[config.mk]
export PLATFORM = sky130hd
export DESIGN_NAME = lcrt_ram
export DESIGN_NICKNAME = d
export VERILOG_FILES = /design/src/hdl/lcrt_ram.sv
export SDC_FILE = /design/constraint.sdc
export NUM_CORES = 1
export LEC_CHECK = 0
export ABC_AREA = 1
export BUFFER_PORTS_ARGS = -buffer_cell sky130_fd_sc_hd__buf_2
export CAP_MARGIN = 10
export CORE_MARGIN = 8
export CORE_UTILIZATION = 55
export DETAILED_ROUTE_END_ITERATION = 6
export HOLD_SLACK_MARGIN = 0.12
export MAX_ROUTING_LAYER = met4
export PLACE_DENSITY = 0.82
export SLEW_MARGIN = 20
export SYNTH_ARGS = -nofsm -noshare
export SYNTH_HDL_FRONTEND = slang
export SYNTH_SLANG_ARGS = --single-unit
export TNS_END_PERCENT = 1
[constraint.sdc]
create_clock -name clk -period 1.5 [get_ports clk]
set_clock_uncertainty 0.15 [all_clocks]
set_input_delay 0.3 -clock clk [delete_from_list [all_inputs] [get_ports clk]]
set_output_delay 0.3 -clock clk [all_outputs]
set_load 0.02 [all_outputs]
[src/hdl/lcrt_ram.sv]
module lcrt_ram #(
  parameter int  WIDTH = 8,
  parameter int  DEPTH = 16,
  localparam int AW    = (DEPTH > 1) ? $clog2(DEPTH) : 1
) (
  input  logic             clk,
  input  logic             wr_en,
  input  logic [AW-1:0]    wr_addr,
  input  logic [WIDTH-1:0] wr_data,
  input  logic             rd_en_a,
  input  logic [AW-1:0]    rd_addr_a,
  output logic [WIDTH-1:0] rd_data_a,
  input  logic             rd_en_b,
  input  logic [AW-1:0]    rd_addr_b,
  output logic [WIDTH-1:0] rd_data_b
);

  logic [WIDTH-1:0] mem_r [DEPTH];
  logic [WIDTH-1:0] rd_data_a_r;
  logic [WIDTH-1:0] rd_data_b_r;

  always_ff @(posedge clk) begin
    if (wr_en) begin
      mem_r[wr_addr] <= wr_data;
    end
  end

  // Registered reads; data holds while the port is not enabled
  always_ff @(posedge clk) begin
    if (rd_en_a) begin
      rd_data_a_r <= mem_r[rd_addr_a];
    end
    if (rd_en_b) begin
      rd_data_b_r <= mem_r[rd_addr_b];
    end
  end

  assign rd_data_a = rd_data_a_r;
  assign rd_data_b = rd_data_b_r;

endmodule

==> results.json <==
{
  "cts_num_sinks": 144,
  "violations": "DRC, setup timing",
  "fp.dieH_um": 132,
  "ys_ff_latch": 144,
  "setup_ws_ps": -8.93,
  "start_kind": "flip-flop",
  "rows": 42,
  "grt_max_degree": 34,
  "maxCapViolCount": 0,
  "core_um2": 13200,
  "leakagePower_nw": 3.97,
  "rr_endpoint": "rd_data_a[1]",
  "cp_slowest_cell": "edfxtp_1",
  "dp_hpwl_um": 14200,
  "rsz0062_at_grt": "yes",
  "hp-class": "in2reg",
  "power.density_nw_per_um2": 1160,
  "postRouteAntennaNets": 0,
  "htreeDepth": 4,
  "port-buffer-count": 39,
  "outcome": "finished with violations",
  "wl_per_cell_um": 19.4,
  "place_ws_ps": -144,
  "drc": 10,
  "syn_nets": 875,
  "max_freq_ghz": 0.663,
  "ys_seq_area_frac": 0.583,
  "crit_arrival_ps": 1060,
  "synth_area_um2": 7420,
  "clockRootBuffer": "clkbuf_16",
  "initial_core_util": 0.563,
  "yosys_warnings": 0,
  "min_from": "wr_data[3]",
  "routabilityCongestion": 0.954,
  "gr-total-overflow": 0,
  "r2r_start": "mem_r[13][1]",
  "grt_pass1_wl_um": 33400,
  "drive_gt1_frac": 0.136,
  "die_area_um2": 17500,
  "fillers": 990,
  "path_cells": "buf_6",
  "fin_tns_setup_ps": -8.93,
  "ys_types": 12,
  "critPathKind": "reg2out",
  "io-pin-count": 40,
  "wl_um": 21500,
  "dr.pass1.iters": 7,
  "relSlewSlack": 0.716,
  "finalSetupViolations": 1,
  "die_w_um": 132,
  "cts_tree": "done",
  "vias": 6493,
  "hold_end": "mem_r[7][3]",
  "worst_slew_pin_slew_ps": 427,
  "path_buf_inv": 1,
  "slew_viol_final": 0,
  "syn2layout_area_growth_pct": 17.8,
  "crit_required_ps": 1050,
  "worstHoldPathCells": 1,
  "reg2reg_slack_ps": 140,
  "drtIter0Drc": 1073,
  "fin_crit_sh": 1.01,
  "syn_inst": 851,
  "grt_pass1_vias": 6235,
  "ff2ff_path_depth": 6,
  "vias_per_cell": 5.85,
  "crit_family": "flip-flops",
  "hold_viol_final": 0,
  "layout_commonest_cell": "nand2_1",
  "fin_crit_ps": 1510,
  "worst_setup_path_end_kind": "primary output",
  "grtUsageTotal": 0.255,
  "mostFrequentLayoutCells": "nand2_1 (277), nand3_1 (225), edfxtp_1 (144), inv_1 (134), buf_4 (44)",
  "slowest_delay_ps": 460,
  "synth_area_per_cell_um2": 8.72,
  "antenna_found_initial": 1,
  "cts.clk_slew.worst_paths_ps": 60,
  "irDropWorstVdd_mv": 0.778,
  "clk_latency_ps": 430,
  "ctsLongestPathBuffers": 2,
  "fin_nets": 944,
  "cts_made_buffers": 17,
  "crit_fanout": 1
}
[power breakdown]
group	internal, mW	switching (mW)	total, mW
clock network	2.92	1.59	4.51
registers	4.55	0.0350	4.59
logic	0.363	0.715	1.08
[per-layer routing]
metal  part of all wire  up-vias  track usage  wire length (um)
met1               0.36     2920        0.313              7730
met5                  0        -            -                 0
met3               0.15      122       0.0770              3170
met2               0.45      556        0.371              9600
met4              0.047        0        0.142              1020
li1                   -     2895            -                 -
[synth_stat cells]
master	instances	area share
nand3b_1	2	0.0020
nor2_1	17	0.0086
nand3_1	225	0.15
buf_1	1	0.00051
buf_6	14	0.021
clkbuf_1	3	0.0015
buf_2	26	0.018
edfxtp_1	144	0.58
inv_1	134	0.068
inv_2	4	0.0020
nand2_1	277	0.14
buf_4	4	0.0040
[timing repair]
item                       CTS  global route
setup endpoints to repair    1             3
buffers inserted             0             0
resized for setup            2             2
hold endpoints to repair    32             0
hold buffers                 3             0
[how the worst max path moves through the flow]
stage | cells after the start | start | slack [ps] | endpoint
after detailed placement | 9 | rd_addr_a[0] | -140 | rd_data_a[3]
after global placement | 9 | rd_addr_a[0] | -120 | rd_data_a[3]
after floorplan | 2 | wr_addr[3] | 100 | mem_r[4][0]
after global routing | 1 | rd_data_b[3] | -20 | rd_data_b[3]
after CTS | 1 | rd_data_b[3] | -10 | rd_data_b[3]
final | 1 | rd_data_b[3] | -9 | rd_data_b[3]
[sequential cells by signal, summed over array words and instances (netlist names)]
name       flops
mem_r        128
rd_data_b      8
rd_data_a      8
[cell type report]
type | instances | area [um^2] | area share
multi-input cells | 521 | 2240 | 0.257
well taps | 176 | 220 | 0.0252
clock inverters | 12 | 191 | 0.0219
repair buffers | 98 | 808 | 0.0925
clock buffers | 19 | 433 | 0.0495
inverters | 138 | 518 | 0.0593
diodes | 1 | 2.50 | 0.000286
flip-flops and latches | 144 | 4320 | 0.495
[cells by family (layout without fill, tap and decap cells)]
group	after synthesis	after routing	share of synthesized area
and+or+nand+nor	521	521	0.303
buffers and inverters	186	267	0.115
DFF	144	144	0.583
other	0	1	0
[metrics by stage]
stage,cells,hold slack [ps],utilization,power [mW],cell area (um^2)
floorplan,851,249,-,5.27,7420
global placement,1074,500,0.612,5.68,8070
detailed placement,1074,500,0.612,5.70,8070
CTS,1108,149,0.662,10.2,8730
global route,1109,159,0.663,10.4,8740
finish,1109,155,0.663,10.2,8740
Power figures use the tool's default switching activity.
